## src/trq_pkg.sv

```systemverilog
// ============================================================================
// trq_pkg
// Shared types and constants for the task ready queue and timer scheduler.
// ============================================================================
`default_nettype none

package trq_pkg;

    localparam int TASK_ID_W  = 8;
    localparam int TIME_W     = 64;
    localparam int KIND_W     = 2;
    localparam int OUTCOME_W  = 2;
    localparam int STATUS_W   = 2;
    localparam int COUNT_W    = 5;
    localparam int S_TDATA_W  = 144;
    localparam int S_TUSER_W  = 2;
    localparam int M_TDATA_W  = 32;
    // Widest id and fill count over the legal parameter ranges.
    localparam int ID_MAX_W   = 16;
    localparam int FILL_MAX_W = 9;

    localparam logic [KIND_W-1:0] KIND_SPAWN    = 2'd0;
    localparam logic [KIND_W-1:0] KIND_DISPATCH = 2'd1;
    localparam logic [KIND_W-1:0] KIND_POLL     = 2'd2;
    localparam logic [KIND_W-1:0] KIND_TICK     = 2'd3;

    localparam logic [OUTCOME_W-1:0] OUTCOME_YIELD = 2'd0;
    localparam logic [OUTCOME_W-1:0] OUTCOME_WAIT  = 2'd1;
    localparam logic [OUTCOME_W-1:0] OUTCOME_DONE  = 2'd2;

    localparam logic [STATUS_W-1:0] STATUS_OK         = 2'd0;
    localparam logic [STATUS_W-1:0] STATUS_EMPTY      = 2'd1;
    localparam logic [STATUS_W-1:0] STATUS_READY_FULL = 2'd2;
    localparam logic [STATUS_W-1:0] STATUS_WAIT_FULL  = 2'd3;

    // Commands from the controller to the datapath.
    typedef struct packed {
        logic load;        // capture an accepted input transaction
        logic push_in;     // push the input id onto the ready queue
        logic pop;         // pop the ready queue head
        logic set_empty;   // dispatch found the ready queue empty
        logic park;        // park the input id in the timer table
        logic scan_start;  // begin a tick scan at entry zero
        logic scan_eval;   // evaluate the timer entry just read
        logic grant;       // latch the popped id
        logic out_load;    // load the result register
    } cmd_t;

    // Status from the datapath to the controller.
    typedef struct packed {
        logic [KIND_W-1:0]    kind;
        logic [OUTCOME_W-1:0] outcome;
        logic                 ready_empty;
        logic                 scan_end;
    } stat_t;

endpackage

`default_nettype wire

```

## src/task_ready_queue_timer_scheduler_top.sv

```systemverilog
// ============================================================================
// task_ready_queue_timer_scheduler_top
// Task executor with a circular ready queue and a timer table of task ids.
// ============================================================================
// One transaction in gives one result out. Spawn, poll report and an empty
// dispatch go from acceptance through a decode state to the result register;
// a successful dispatch adds a grant state, as the ready queue memory has a
// registered read. A tick scan alternates a read state and an evaluate state
// for each timer table entry until the index reaches the fill count. One
// transaction is worked on at a time; the next is accepted while the previous
// result still waits in the output register.
`default_nettype none

module task_ready_queue_timer_scheduler_top #(
    parameter int QUEUE_DEPTH = 16,
    parameter int ID_BITS     = 8
) (
    input  wire logic                          aclk,
    input  wire logic                          aresetn,
    input  wire logic                          s_tvalid,
    output logic                               s_tready,
    // [7:0] task_id, [9:8] outcome, [73:10] wake_time, [137:74] now, rest zero
    input  wire logic [trq_pkg::S_TDATA_W-1:0] s_tdata,
    // [1:0] kind
    input  wire logic [trq_pkg::S_TUSER_W-1:0] s_tuser,
    output logic                               m_tvalid,
    input  wire logic                          m_tready,
    // [7:0] granted_id, [8] granted, [10:9] status, [15:11] woken_count,
    // [20:16] ready_count, [25:21] waiting_count, [26] all_idle, rest zero
    output logic [trq_pkg::M_TDATA_W-1:0]      m_tdata
);

    trq_pkg::cmd_t  cmd;
    trq_pkg::stat_t st;

    trq_ctrl u_ctrl (
        .aclk     (aclk),
        .aresetn  (aresetn),
        .s_tvalid (s_tvalid),
        .s_tready (s_tready),
        .m_tvalid (m_tvalid),
        .m_tready (m_tready),
        .st       (st),
        .cmd      (cmd)
    );

    trq_datapath #(
        .QUEUE_DEPTH (QUEUE_DEPTH),
        .ID_BITS     (ID_BITS)
    ) u_datapath (
        .aclk    (aclk),
        .aresetn (aresetn),
        .s_tdata (s_tdata),
        .s_tuser (s_tuser),
        .cmd     (cmd),
        .st      (st),
        .m_tdata (m_tdata)
    );

endmodule

`default_nettype wire

```

## src/trq_ctrl.sv

```systemverilog
// ============================================================================
// trq_ctrl
// Controller state machine: sequences each transaction through decode,
// queue access or timer scan, and the result register handshake.
// ============================================================================
`default_nettype none

module trq_ctrl (
    input  wire logic          aclk,
    input  wire logic          aresetn,
    input  wire logic          s_tvalid,
    output logic               s_tready,
    output logic               m_tvalid,
    input  wire logic          m_tready,
    input  wire trq_pkg::stat_t st,
    output trq_pkg::cmd_t      cmd
);

    localparam logic [2:0] ST_IDLE    = 3'd0;
    localparam logic [2:0] ST_DECODE  = 3'd1;
    localparam logic [2:0] ST_GRANT   = 3'd2;
    localparam logic [2:0] ST_SCAN_RD = 3'd3;
    localparam logic [2:0] ST_SCAN_EV = 3'd4;
    localparam logic [2:0] ST_DONE    = 3'd5;

    logic [2:0] state_reg, state_next;
    logic       mvalid_reg, mvalid_next;
    logic       out_free;

    assign out_free = !mvalid_reg || m_tready;
    assign s_tready = (state_reg == ST_IDLE);
    assign m_tvalid = mvalid_reg;

    always_comb begin
        state_next = state_reg;
        cmd        = '0;
        unique case (state_reg)
            ST_IDLE: begin
                if (s_tvalid) begin
                    cmd.load   = 1'b1;
                    state_next = ST_DECODE;
                end
            end
            ST_DECODE: begin
                state_next = ST_DONE;
                unique case (st.kind)
                    trq_pkg::KIND_SPAWN: begin
                        cmd.push_in = 1'b1;
                    end
                    trq_pkg::KIND_DISPATCH: begin
                        if (st.ready_empty) begin
                            cmd.set_empty = 1'b1;
                        end else begin
                            cmd.pop    = 1'b1;
                            state_next = ST_GRANT;
                        end
                    end
                    trq_pkg::KIND_POLL: begin
                        case (st.outcome)
                            trq_pkg::OUTCOME_YIELD: cmd.push_in = 1'b1;
                            trq_pkg::OUTCOME_WAIT:  cmd.park    = 1'b1;
                            default: ;
                        endcase
                    end
                    trq_pkg::KIND_TICK: begin
                        cmd.scan_start = 1'b1;
                        state_next     = ST_SCAN_RD;
                    end
                    default: ;
                endcase
            end
            ST_GRANT: begin
                cmd.grant  = 1'b1;
                state_next = ST_DONE;
            end
            ST_SCAN_RD: begin
                // The timer table read for the current index is registered here and evaluated in the next state.
                state_next = st.scan_end ? ST_DONE : ST_SCAN_EV;
            end
            ST_SCAN_EV: begin
                cmd.scan_eval = 1'b1;
                state_next    = ST_SCAN_RD;
            end
            ST_DONE: begin
                if (out_free) begin
                    cmd.out_load = 1'b1;
                    state_next   = ST_IDLE;
                end
            end
            default: state_next = ST_IDLE;
        endcase
    end

    always_comb begin
        mvalid_next = mvalid_reg;
        if (cmd.out_load) begin
            mvalid_next = 1'b1;
        end else if (m_tready) begin
            mvalid_next = 1'b0;
        end
    end

    always_ff @(posedge aclk) begin
        if (!aresetn) begin
            state_reg  <= ST_IDLE;
            mvalid_reg <= 1'b0;
        end else begin
            state_reg  <= state_next;
            mvalid_reg <= mvalid_next;
        end
    end

endmodule

`default_nettype wire

```

## src/trq_datapath.sv

```systemverilog
// ============================================================================
// trq_datapath
// Ready queue memory, timer table memory, pointers, fill counts, scan index
// and the result register.
// ============================================================================
`default_nettype none

module trq_datapath #(
    parameter int QUEUE_DEPTH = 16,
    parameter int ID_BITS     = 8
) (
    input  wire logic                              aclk,
    input  wire logic                              aresetn,
    input  wire logic [trq_pkg::S_TDATA_W-1:0]     s_tdata,
    input  wire logic [trq_pkg::S_TUSER_W-1:0]     s_tuser,
    input  wire trq_pkg::cmd_t                     cmd,
    output trq_pkg::stat_t                         st,
    output logic [trq_pkg::M_TDATA_W-1:0]          m_tdata
);

    localparam int IW = $clog2(QUEUE_DEPTH);
    localparam int FW = $clog2(QUEUE_DEPTH + 1);

    // Captured input fields.
    logic [trq_pkg::KIND_W-1:0]    kind_reg;
    logic [trq_pkg::TASK_ID_W-1:0] task_id_reg;
    logic [trq_pkg::OUTCOME_W-1:0] outcome_reg;
    logic [trq_pkg::TIME_W-1:0]    wake_reg;
    logic [trq_pkg::TIME_W-1:0]    now_reg;

    // Queue and table control.
    logic [IW-1:0] head_reg, head_next;
    logic [IW-1:0] tail_reg, tail_next;
    logic [FW-1:0] rfill_reg, rfill_next;
    logic [FW-1:0] wfill_reg, wfill_next;
    logic [FW-1:0] scan_reg, scan_next;

    // Per-transaction result work registers.
    logic [trq_pkg::STATUS_W-1:0]  status_reg, status_next;
    logic                          granted_reg, granted_next;
    logic [trq_pkg::TASK_ID_W-1:0] gid_reg, gid_next;
    logic [FW-1:0]                 woken_reg, woken_next;

    // Result register.
    logic [trq_pkg::M_TDATA_W-1:0] out_reg, out_next;

    // Memories.
    logic [ID_BITS-1:0]             ready_mem [QUEUE_DEPTH];
    logic [ID_BITS-1:0]             wid_mem   [QUEUE_DEPTH];
    logic [trq_pkg::TIME_W-1:0]     wdue_mem  [QUEUE_DEPTH];
    logic [ID_BITS-1:0]             ready_rd_reg;
    logic [ID_BITS-1:0]             wid_i_reg;
    logic [trq_pkg::TIME_W-1:0]     wdue_i_reg;
    logic [ID_BITS-1:0]             wid_l_reg;
    logic [trq_pkg::TIME_W-1:0]     wdue_l_reg;

    logic                           ready_full;
    logic                           wait_full;
    logic                           due;
    logic                           ready_we;
    logic [ID_BITS-1:0]             ready_wdata;
    logic                           wait_we;
    logic [IW-1:0]                  wait_waddr;
    logic [ID_BITS-1:0]             wait_wid;
    logic [trq_pkg::TIME_W-1:0]     wait_wdue;
    logic [IW-1:0]                  scan_idx;
    logic [FW-1:0]                  wlast;
    logic [ID_BITS-1:0]             id_in;
    logic [trq_pkg::ID_MAX_W-1:0]   id_ext;
    logic [trq_pkg::ID_MAX_W-1:0]   gid_ext;
    logic [trq_pkg::FILL_MAX_W-1:0] rfill_ext;
    logic [trq_pkg::FILL_MAX_W-1:0] wfill_ext;
    logic [trq_pkg::FILL_MAX_W-1:0] woken_ext;

    assign id_ext     = trq_pkg::ID_MAX_W'(task_id_reg);
    assign id_in      = id_ext[ID_BITS-1:0];
    assign gid_ext    = trq_pkg::ID_MAX_W'(ready_rd_reg);
    assign ready_full = (rfill_reg == FW'(QUEUE_DEPTH));
    assign wait_full  = (wfill_reg == FW'(QUEUE_DEPTH));
    assign scan_idx   = scan_reg[IW-1:0];
    assign wlast      = wfill_reg - FW'(1);
    assign due        = (now_reg >= wdue_i_reg);

    assign st.kind        = kind_reg;
    assign st.outcome     = outcome_reg;
    assign st.ready_empty = (rfill_reg == '0);
    assign st.scan_end    = (scan_reg >= wfill_reg);

    // Ready queue write port: input pushes and timer wakeups.
    always_comb begin
        ready_we    = 1'b0;
        ready_wdata = id_in;
        if (cmd.push_in && !ready_full) begin
            ready_we = 1'b1;
        end else if (cmd.scan_eval && due && !ready_full) begin
            ready_we    = 1'b1;
            ready_wdata = wid_i_reg;
        end
    end

    // Timer table write port: parking appends, a wakeup moves the last entry down.
    always_comb begin
        wait_we    = 1'b0;
        wait_waddr = wfill_reg[IW-1:0];
        wait_wid   = id_in;
        wait_wdue  = wake_reg;
        if (cmd.park && !wait_full) begin
            wait_we = 1'b1;
        end else if (cmd.scan_eval && due && !ready_full) begin
            wait_we    = 1'b1;
            wait_waddr = scan_idx;
            wait_wid   = wid_l_reg;
            wait_wdue  = wdue_l_reg;
        end
    end

    always_ff @(posedge aclk) begin
        if (ready_we) begin
            ready_mem[tail_reg] <= ready_wdata;
        end
        ready_rd_reg <= ready_mem[head_reg];
    end

    always_ff @(posedge aclk) begin
        if (wait_we) begin
            wid_mem[wait_waddr]  <= wait_wid;
            wdue_mem[wait_waddr] <= wait_wdue;
        end
        wid_i_reg  <= wid_mem[scan_idx];
        wdue_i_reg <= wdue_mem[scan_idx];
        wid_l_reg  <= wid_mem[wlast[IW-1:0]];
        wdue_l_reg <= wdue_mem[wlast[IW-1:0]];
    end

    always_comb begin
        head_next    = head_reg;
        tail_next    = tail_reg;
        rfill_next   = rfill_reg;
        wfill_next   = wfill_reg;
        scan_next    = scan_reg;
        status_next  = status_reg;
        granted_next = granted_reg;
        gid_next     = gid_reg;
        woken_next   = woken_reg;

        if (cmd.load) begin
            status_next  = trq_pkg::STATUS_OK;
            granted_next = 1'b0;
            gid_next     = '0;
            woken_next   = '0;
        end

        if (ready_we) begin
            tail_next  = (tail_reg == IW'(QUEUE_DEPTH - 1)) ? '0 : tail_reg + IW'(1);
            rfill_next = rfill_reg + FW'(1);
        end

        if (cmd.push_in && ready_full) begin
            status_next = trq_pkg::STATUS_READY_FULL;
        end

        if (cmd.pop) begin
            head_next  = (head_reg == IW'(QUEUE_DEPTH - 1)) ? '0 : head_reg + IW'(1);
            rfill_next = rfill_reg - FW'(1);
        end

        if (cmd.set_empty) begin
            status_next = trq_pkg::STATUS_EMPTY;
        end

        if (cmd.grant) begin
            granted_next = 1'b1;
            gid_next     = gid_ext[trq_pkg::TASK_ID_W-1:0];
        end

        if (cmd.park) begin
            if (wait_full) begin
                status_next = trq_pkg::STATUS_WAIT_FULL;
            end else begin
                wfill_next = wfill_reg + FW'(1);
            end
        end

        if (cmd.scan_start) begin
            scan_next = '0;
        end

        // A woken entry is replaced by the last one and the same index is
        // examined again; otherwise the scan moves on.
        if (cmd.scan_eval) begin
            if (due && !ready_full) begin
                wfill_next = wlast;
                woken_next = woken_reg + FW'(1);
            end else begin
                scan_next = scan_reg + FW'(1);
                if (due) begin
                    status_next = trq_pkg::STATUS_READY_FULL;
                end
            end
        end
    end

    assign rfill_ext = trq_pkg::FILL_MAX_W'(rfill_reg);
    assign wfill_ext = trq_pkg::FILL_MAX_W'(wfill_reg);
    assign woken_ext = trq_pkg::FILL_MAX_W'(woken_reg);

    always_comb begin
        out_next = out_reg;
        if (cmd.out_load) begin
            out_next = {5'b0,
                        (rfill_reg == '0) && (wfill_reg == '0),
                        wfill_ext[trq_pkg::COUNT_W-1:0],
                        rfill_ext[trq_pkg::COUNT_W-1:0],
                        woken_ext[trq_pkg::COUNT_W-1:0],
                        status_reg,
                        granted_reg,
                        gid_reg};
        end
    end

    assign m_tdata = out_reg;

    always_ff @(posedge aclk) begin
        if (cmd.load) begin
            kind_reg    <= s_tuser;
            task_id_reg <= s_tdata[7:0];
            outcome_reg <= s_tdata[9:8];
            wake_reg    <= s_tdata[73:10];
            now_reg     <= s_tdata[137:74];
        end
        scan_reg    <= scan_next;
        status_reg  <= status_next;
        granted_reg <= granted_next;
        gid_reg     <= gid_next;
        woken_reg   <= woken_next;
        out_reg     <= out_next;
    end

    always_ff @(posedge aclk) begin
        if (!aresetn) begin
            head_reg  <= '0;
            tail_reg  <= '0;
            rfill_reg <= '0;
            wfill_reg <= '0;
        end else begin
            head_reg  <= head_next;
            tail_reg  <= tail_next;
            rfill_reg <= rfill_next;
            wfill_reg <= wfill_next;
        end
    end

endmodule

`default_nettype wire
```

## config.mk

```make
export PLATFORM = sky130hd
export DESIGN_NAME = task_ready_queue_timer_scheduler_top
export DESIGN_NICKNAME = d
export VERILOG_FILES = /design/src/trq_pkg.sv /design/src/task_ready_queue_timer_scheduler_top.sv /design/src/trq_ctrl.sv /design/src/trq_datapath.sv
export SDC_FILE = /design/constraint.sdc
export NUM_CORES = 2
export LEC_CHECK = 0
export BUFFER_PORTS_ARGS = -buffer_cell sky130_fd_sc_hd__buf_2
export CAP_MARGIN = 25
export CORE_MARGIN = 5
export CORE_UTILIZATION = 55
export CTS_CLUSTER_DIAMETER = 30
export DETAILED_ROUTE_END_ITERATION = 7
export GPL_TIMING_DRIVEN = 0
export PLACE_DENSITY = 0.78
export SLEW_MARGIN = 10
export SYNTH_ARGS = -nofsm -noshare
export SYNTH_HDL_FRONTEND = slang
export SYNTH_SLANG_ARGS = --single-unit
```

## constraint.sdc

```tcl
create_clock -name aclk -period 13.74 [get_ports aclk]
set_input_delay 1.374 -clock aclk [delete_from_list [all_inputs] [get_ports aclk]]
set_output_delay 1.374 -clock aclk [all_outputs]
set_load 0.02 [all_outputs]
```

Word level (Yosys, flattened, before mapping)
Memory sizes are Yosys's and may differ from the RTL's. A register that Yosys moved wholly into a read port is not among the register bits. Cells that the tools add are included.

Multiply operators: 0. Divide/modulo/power cells: 0. Add/subtract/negate cells: 8. Equal/unequal tests: 15. Shift operators: 0. Reductions and logical operators: 20. Bitwise logic cells: 0. $lt $le $gt $ge: 2. Muxes and demuxes: 62.

Operators with widths (count): two-way mux 64 bit (2); two-way mux 5 bit (13); greater-or-equal comparator 64 bit (1); two-way mux 8 bit (6); two-way mux 1 bit (22); adder 5 x 1 -> 5 bit, second input constant (4); two-way mux 2 bit (9); case mux 3 bit (6 select lines) (1); two-way mux 4 bit (4); equality test 5 bit, second input constant (2); zero test 5 bit (2); subtractor 5 x 1 -> 5 bit, second input constant (2); two-way mux 3 bit (3); adder 4 x 1 -> 4 bit, second input constant (2); equality test 4 bit, second input constant (2); logical AND 1 bit (7); equality test 3 x 2 -> 1 bit, second input constant (2); equality test 3 bit, second input constant (2); case mux 3 bit (2 select lines) (1); nonzero test 2 bit (3); greater-or-equal comparator 5 bit (1); equality test 2 x 1 -> 1 bit, second input constant (2); equality test 2 bit, second input constant (2); zero test 2 bit (2); 8 further kinds (10).

Latch bits: 0. Flip-flop bits (word level): 210. Bits of input ports: 150. Memory bits (read-only): 0. RAM bits: 1280. Output and inout port bits: 34. Logic and storage cells: 127. Memories kept: 3.

Memory list: u_datapath.wdue_mem (depth 16, bits a word 64, rd ports 2, clocked after memory_dff 2, wr ports 1, line trq_datapath.sv:50) `logic [trq_pkg::TIME_W-1:0] wdue_mem [QUEUE_DEPTH];`; u_datapath.ready_mem (depth 16, bits a word 8, rd ports 1, clocked after memory_dff 1, wr ports 1, line trq_datapath.sv:48) `logic [ID_BITS-1:0] ready_mem [QUEUE_DEPTH];`; u_datapath.wid_mem (depth 16, bits a word 8, rd ports 2, clocked after memory_dff 2, wr ports 1, line trq_datapath.sv:49) `logic [ID_BITS-1:0] wid_mem [QUEUE_DEPTH];`.

Logic depth before layout (Yosys ltp)
Depth in word-level cells: 12. Gate-level depth with buffers: 14. Depth with buffers taken out: 12.

Hierarchy
Synthesis repeated with hierarchy kept, for this count alone.

Cell total of the unflattened synthesis: 3196. Area total of the unflattened synthesis: 69904.5 µm².

By module, submodules not included: trq_datapath (sequential area each 47355.4 µm², times used 1, area an instance 69565.5 µm², cells an instance 3154); trq_ctrl (sequential area each 80.1 µm², times used 1, area an instance 339.1 µm², cells an instance 42).

Worst setup path before layout
OpenSTA, ideal clock, no wires.

Path kind: flip-flop to flip-flop. Start: reg u_datapath.now_reg[55] (netlist name). End: mem u_datapath.wdue_mem[13][0] (netlist name), enable pin. Arrival: 7.544 ns. Clock period less this slack: 8.157 ns. Setup time: 0.613 ns. Required time: 13.127 ns. Cell stages (with the launch flop): 12. Path slack: 5.583 ns. Path buffers: 2. Cells stage by stage: edfxtp_1 -> ha_1 -> and4_1 -> nand4bb_4 -> nor3_2 -> nand3_1 -> a2bb2oi_2 -> a21oi_4 -> nand2_4 -> buf_6 -> buf_6 -> o32ai_1.

Longest elaborated chain between the ends: 7. Elaborated cells between the ends (all ways): 9. Classes of those cells: order compare (1); mux (6); reduce/logical (2).

RTL lines: from (decl) (line trq_datapath.sv:29) `logic [trq_pkg::TIME_W-1:0] now_reg;`; from (signal assigned) (line trq_datapath.sv:229) `now_reg <= s_tdata[137:74];`; greater-or-equal comparator 64 bit * (line trq_datapath.sv:82) `assign due = (now_reg >= wdue_i_reg);`; logical AND 1 bit * (2 in a row) (line trq_datapath.sv:109) `end else if (cmd.scan_eval && due && !ready_full) begin`; two-way mux 1 bit (line trq_datapath.sv:109); two-way mux 1 bit (line trq_datapath.sv:107) `if (cmd.park && !wait_full) begin`; two-way mux 1 bit (line trq_datapath.sv:125) `if (wait_we) begin`; two-way mux 1 bit (implied by the code) (line trq_datapath.sv:127) `wdue_mem[wait_waddr] <= wait_wdue;`; to (decl) (line trq_datapath.sv:50).

Mark *: on every way between the ends. The rest lies on a longest branch, timed or not.

Worst setup path after layout
Start: reg u_datapath.scan_reg[0]. End: mem u_datapath.wdue_mem[15][32] (netlist name), enable pin.

Longest elaborated chain between the ends: 2.

RTL lines: from (decl) (line trq_datapath.sv:36) `logic [FW-1:0] scan_reg, scan_next;`; from (signal assigned) (line trq_datapath.sv:231) `scan_reg <= scan_next;`; two-way mux 4 bit (line trq_datapath.sv:109); two-way mux 4 bit (line trq_datapath.sv:107).

No other way between the ends.

==> results.txt <==
----------------------------------------------------
[Yosys]
  Most instantiated cells after synthesis ... sky130_fd_sc_hd__edfxtp_1, sky130_fd_sc_hd__mux4_2, sky130_fd_sc_hd__dfxtp_1, sky130_fd_sc_hd__clkbuf_1, sky130_fd_sc_hd__inv_1
  Sequential share of the synthesized area ... 67.83%
  Warning count from the yosys run ... 0
  Number of flops mapped to enable cells by yosys ... 1455
  Post-synthesis area per instance ... 21.91 um^2
  Gate Count Post-Synth ... 3192
  Most common cell in the synthesized netlist ... sky130_fd_sc_hd__edfxtp_1
  Fraction of synthesis flops using an asynchronous set or reset pin ... 0%
  Largest cells by area after synthesis ... sky130_fd_sc_hd__edfxtp_1, sky130_fd_sc_hd__mux4_2, sky130_fd_sc_hd__dfxtp_1
  Library cell occupying the most area in the post-synthesis netlist ... sky130_fd_sc_hd__edfxtp_1
  Share of the synthesized area in the top cell type ... 62.47%
  Count of cell types in the netlist ... 71
  Count of state elements after synthesis ... 1642
  Most common flop cell mapped by yosys ... sky130_fd_sc_hd__edfxtp_1
  Mapped cell area ... 69940 um^2

[Worst setup path]
  Top fanout value on the critical path ... 12
  Category of the most critical setup path ... reg -> reg
  Critical path, cell by cell ... clkbuf_1 > buf_2 > buf_1 > clkbuf_1 > nand2_1 > o32ai_4 > buf_16 > buf_8 > buf_16 > buf_16
  Arrival time worst endpoint ... 5890 ps
  Slowest cell delay on critical path ... 780 ps
  Nature of the critical path endpoint ... flip-flop
  Most common cell on crit path ... sky130_fd_sc_hd__buf_16
  Crit path max-delay cell type ... sky130_fd_sc_hd__o32ai_4
  Data required time at the worst endpoint ... 14290 ps
  Launching element type of the critical path ... flip-flop

[GRT]
  Remaining global-route overflow ... 0
  Wire length of the first global-routing pass ... 300.8 mm
  All-Layer GR Usage ... 30.88%
  Maximum number of pins on one net before global-route repair ... 77
  Via count of the first global-routing pass ... 42780
  Antenna violations before repair ... 4

[Cells and area]
  Cell Count, Final, Fillers Out ... 5762
  Largest register by flop count ... u_datapath.wdue_mem
  Area of all placed cells without fillers ... 87030 um^2
  Synthesis-to-finish area growth ... 24.44%
  Number of filler cells placed in the layout ... 7022
  Number of nets at the end of the flow ... 4088
  Layout cells sized above 1 ... 43.32%
  Footprint of the flip-flops and latches ... 47440 um^2
  Biggest registers after layout ... u_datapath.wdue_mem: 1024 flops, u_datapath.ready_mem: 128 flops, u_datapath.wid_mem: 128 flops
  Flip-flop count of the largest register after layout ... 1024
  Area of combinational cells with multiple inputs ... 21600 um^2

[Timing]
  Setup TNS ... 0 ps
  Max Fclk ... 0.1874 GHz
  Slew headroom ... 23.65%
  Largest clock skew in the final design ... 77.87 ps
  Final period util ... 38.84%
  Hold Violations, Final ... 0
  Shortest period the worst path allows ... 5337 ps
  Count of pins over their slew limit ... 0
  Setup Viol. Count Final ... 0
  Worst path setup slack after routing ... 8403 ps
  Worst Tran Pin Value ... 1145 ps
  Unrepaired setup endpoints after global routing ... false

[Clock tree]
  Clock-pin transition on the worst setup and hold timing paths ... 50 ps
  Cts bufs inserted ... 324
  Number of resized instances in the post-cts repair step ... 0
  Post-CTS Hold Fix Bufs ... 0
  Deepest clock path buffer count ... 4
  Clock H-tree levels ... 5
  Total number of clock tree sinks ... 1642
  Clock Root Buffer ... sky130_fd_sc_hd__clkbuf_16
  TritonCTS clock tree ... yes
  Clock latency on the worst-skew pair ... 910 ps
  Post-CTS Setup Inserts ... 0

[Drt]
  Total Wirelength ... 208.4 mm
  Post-route DRC ... 0
  First-pass detailed-route iteration total ... 6
  Vias after detailed routing ... 41230
  1st-iter DRT viols ... 6538
  Per-cell routed wire length ... 36.17 um
  Via density ... 7.155
  Post-route ant nets ... 0

[Placement]
  DP Cell Count ... 5169
  Count of input and output buffers ... 172
  Post-placement cell area ... 75940 um^2
  Place WS ... 8629 ps
  Half-perimeter wire length after detailed placement ... 123.1 mm
  GPL Wtd Cong ... 0.7962

[Die]
  Effective utilization at floorplan ... 55.48%
  Core region area ... 126100 um^2
  Num ports ... 184
  Die boundary width ... 366.6 um
  Full die area ... 134400 um^2
  Cell row count ... 130
  Height of the die ... 366.6 um

[Flow run]
  Number of max-capacitance violations reported ... 0

[Min path]
  Worst hold path class ... reg -> reg

[Power]
  Power per Cell Area ... 218.0 nW/um^2
  Peak supply drop ... 0.1419 mV
  Leak Pwr ... 0.02883 uW

[Run status]
  Status ... finished clean

----------------------------------------------------
[per-layer routing]
layer | vias to the layer above | global-route usage (%) | part of all wire (%)
met5 | - | 0 | 0
met4 | 0 | 14.54 | 5.2
met3 | 805 | 9.657 | 14
met2 | 4174 | 48.97 | 48
met1 | 21030 | 39.47 | 33
li1 | 15220 | - | -
[worst paths after layout]
kind / end / slack (ps) / cells after the start / start
min reg2reg: u_datapath.m_tdata[2]$_DFFE_PP_ / 420 / 0 / u_datapath.gid_reg[2]$_SDFFCE_PN0P_
max reg2reg: u_datapath.wdue_mem[15][32]$_DFFE_PP_ / 8400 / 10 / u_datapath.scan_reg[0]$_DFF_P_
min: u_datapath.m_tdata[2]$_DFFE_PP_ / 420 / 0 / u_datapath.gid_reg[2]$_SDFFCE_PN0P_
max: u_datapath.wdue_mem[15][32]$_DFFE_PP_ / 8400 / 10 / u_datapath.scan_reg[0]$_DFF_P_
[metrics by stage]
step	total power, uW	hold slack [ps]	utilization (%)
2_1_floorplan	9277	400.3	-
4_1_cts	18910	421.5	68.93
5_1_grt	19490	436.4	69.04
6_report	18980	418.9	69.04
3_3_place_gp	10630	402.7	57.81
3_5_place_dp	10880	406.6	60.24
[critical path, delay by kind of cell, from the launching register on]
kind	cells	cell delay, ps
buffers and inverters	8	3450
AO/OA/AOI/OAI	1	780
AND/OR/NAND/NOR	1	390
flip-flops	1	330
[power by group]
part / internal [uW] / leakage (uW) / switching (uW) / total (uW)
Sequential: 6070 / 0.0147 / 188 / 6260
Clock: 5240 / 0.00526 / 2670 / 7910
Combinational: 2150 / 0.00886 / 2660 / 4810
Total: 13500 / 0.0288 / 5520 / 19000
[logic make-up after synthesis]
kind of cell	count (synthesis)	synth area share, %
flip-flops	1642	67.83
multiplexers	855	26.16
buffers and inverters	288	1.723
AND/OR/NAND/NOR	195	1.530
AO/OA/AOI/OAI	124	1.211
adder cells (fa/ha/maj)	82	1.478
XOR/XNOR	5	0.06261
other	1	0.005362
[area by class of cell]
cell class                 instances  area share (%)
inverter                          84          0.3709
multi-input combinational       1266           24.81
buffer                           204           1.022
tap                             1650           2.372
timing repair buffer             334           4.326
clock inverter                   185           2.491
antenna                            3        0.008626
sequential                      1642           54.50
clock buffer                     394           10.09
[cell usage in the layout (no fill, tap or decap), types with 7 or more instances in the layout]
master,n
sky130_fd_sc_hd__edfxtp_1,1455
sky130_fd_sc_hd__mux4_2,760
sky130_fd_sc_hd__clkbuf_16,333
sky130_fd_sc_hd__buf_2,199
sky130_fd_sc_hd__dfxtp_1,187
sky130_fd_sc_hd__clkbuf_1,158
sky130_fd_sc_hd__inv_1,83
sky130_fd_sc_hd__ha_1,81
sky130_fd_sc_hd__buf_8,73
sky130_fd_sc_hd__nand2_1,61
sky130_fd_sc_hd__mux2_2,45
sky130_fd_sc_hd__buf_1,43
sky130_fd_sc_hd__a21oi_1,41
sky130_fd_sc_hd__buf_16,40
sky130_fd_sc_hd__clkinvlp_4,39
sky130_fd_sc_hd__buf_6,36
sky130_fd_sc_hd__bufinv_16,36
sky130_fd_sc_hd__mux2_4,35
sky130_fd_sc_hd__inv_6,31
sky130_fd_sc_hd__clkinv_4,29
sky130_fd_sc_hd__clkinv_2,29
sky130_fd_sc_hd__clkbuf_8,22
sky130_fd_sc_hd__nand3_1,20
sky130_fd_sc_hd__nor2_1,19
sky130_fd_sc_hd__buf_12,19
sky130_fd_sc_hd__o21ai_0,18
sky130_fd_sc_hd__mux2i_1,15
sky130_fd_sc_hd__clkinv_1,15
sky130_fd_sc_hd__and3_1,12
sky130_fd_sc_hd__nand4_1,11
sky130_fd_sc_hd__and2_1,11
sky130_fd_sc_hd__nand2b_1,10
sky130_fd_sc_hd__buf_4,9
sky130_fd_sc_hd__o22ai_4,9
sky130_fd_sc_hd__a21o_1,8
sky130_fd_sc_hd__inv_8,7
sky130_fd_sc_hd__nor2b_1,7
sky130_fd_sc_hd__a31oi_1,7
Power figures use the tool's default switching activity.
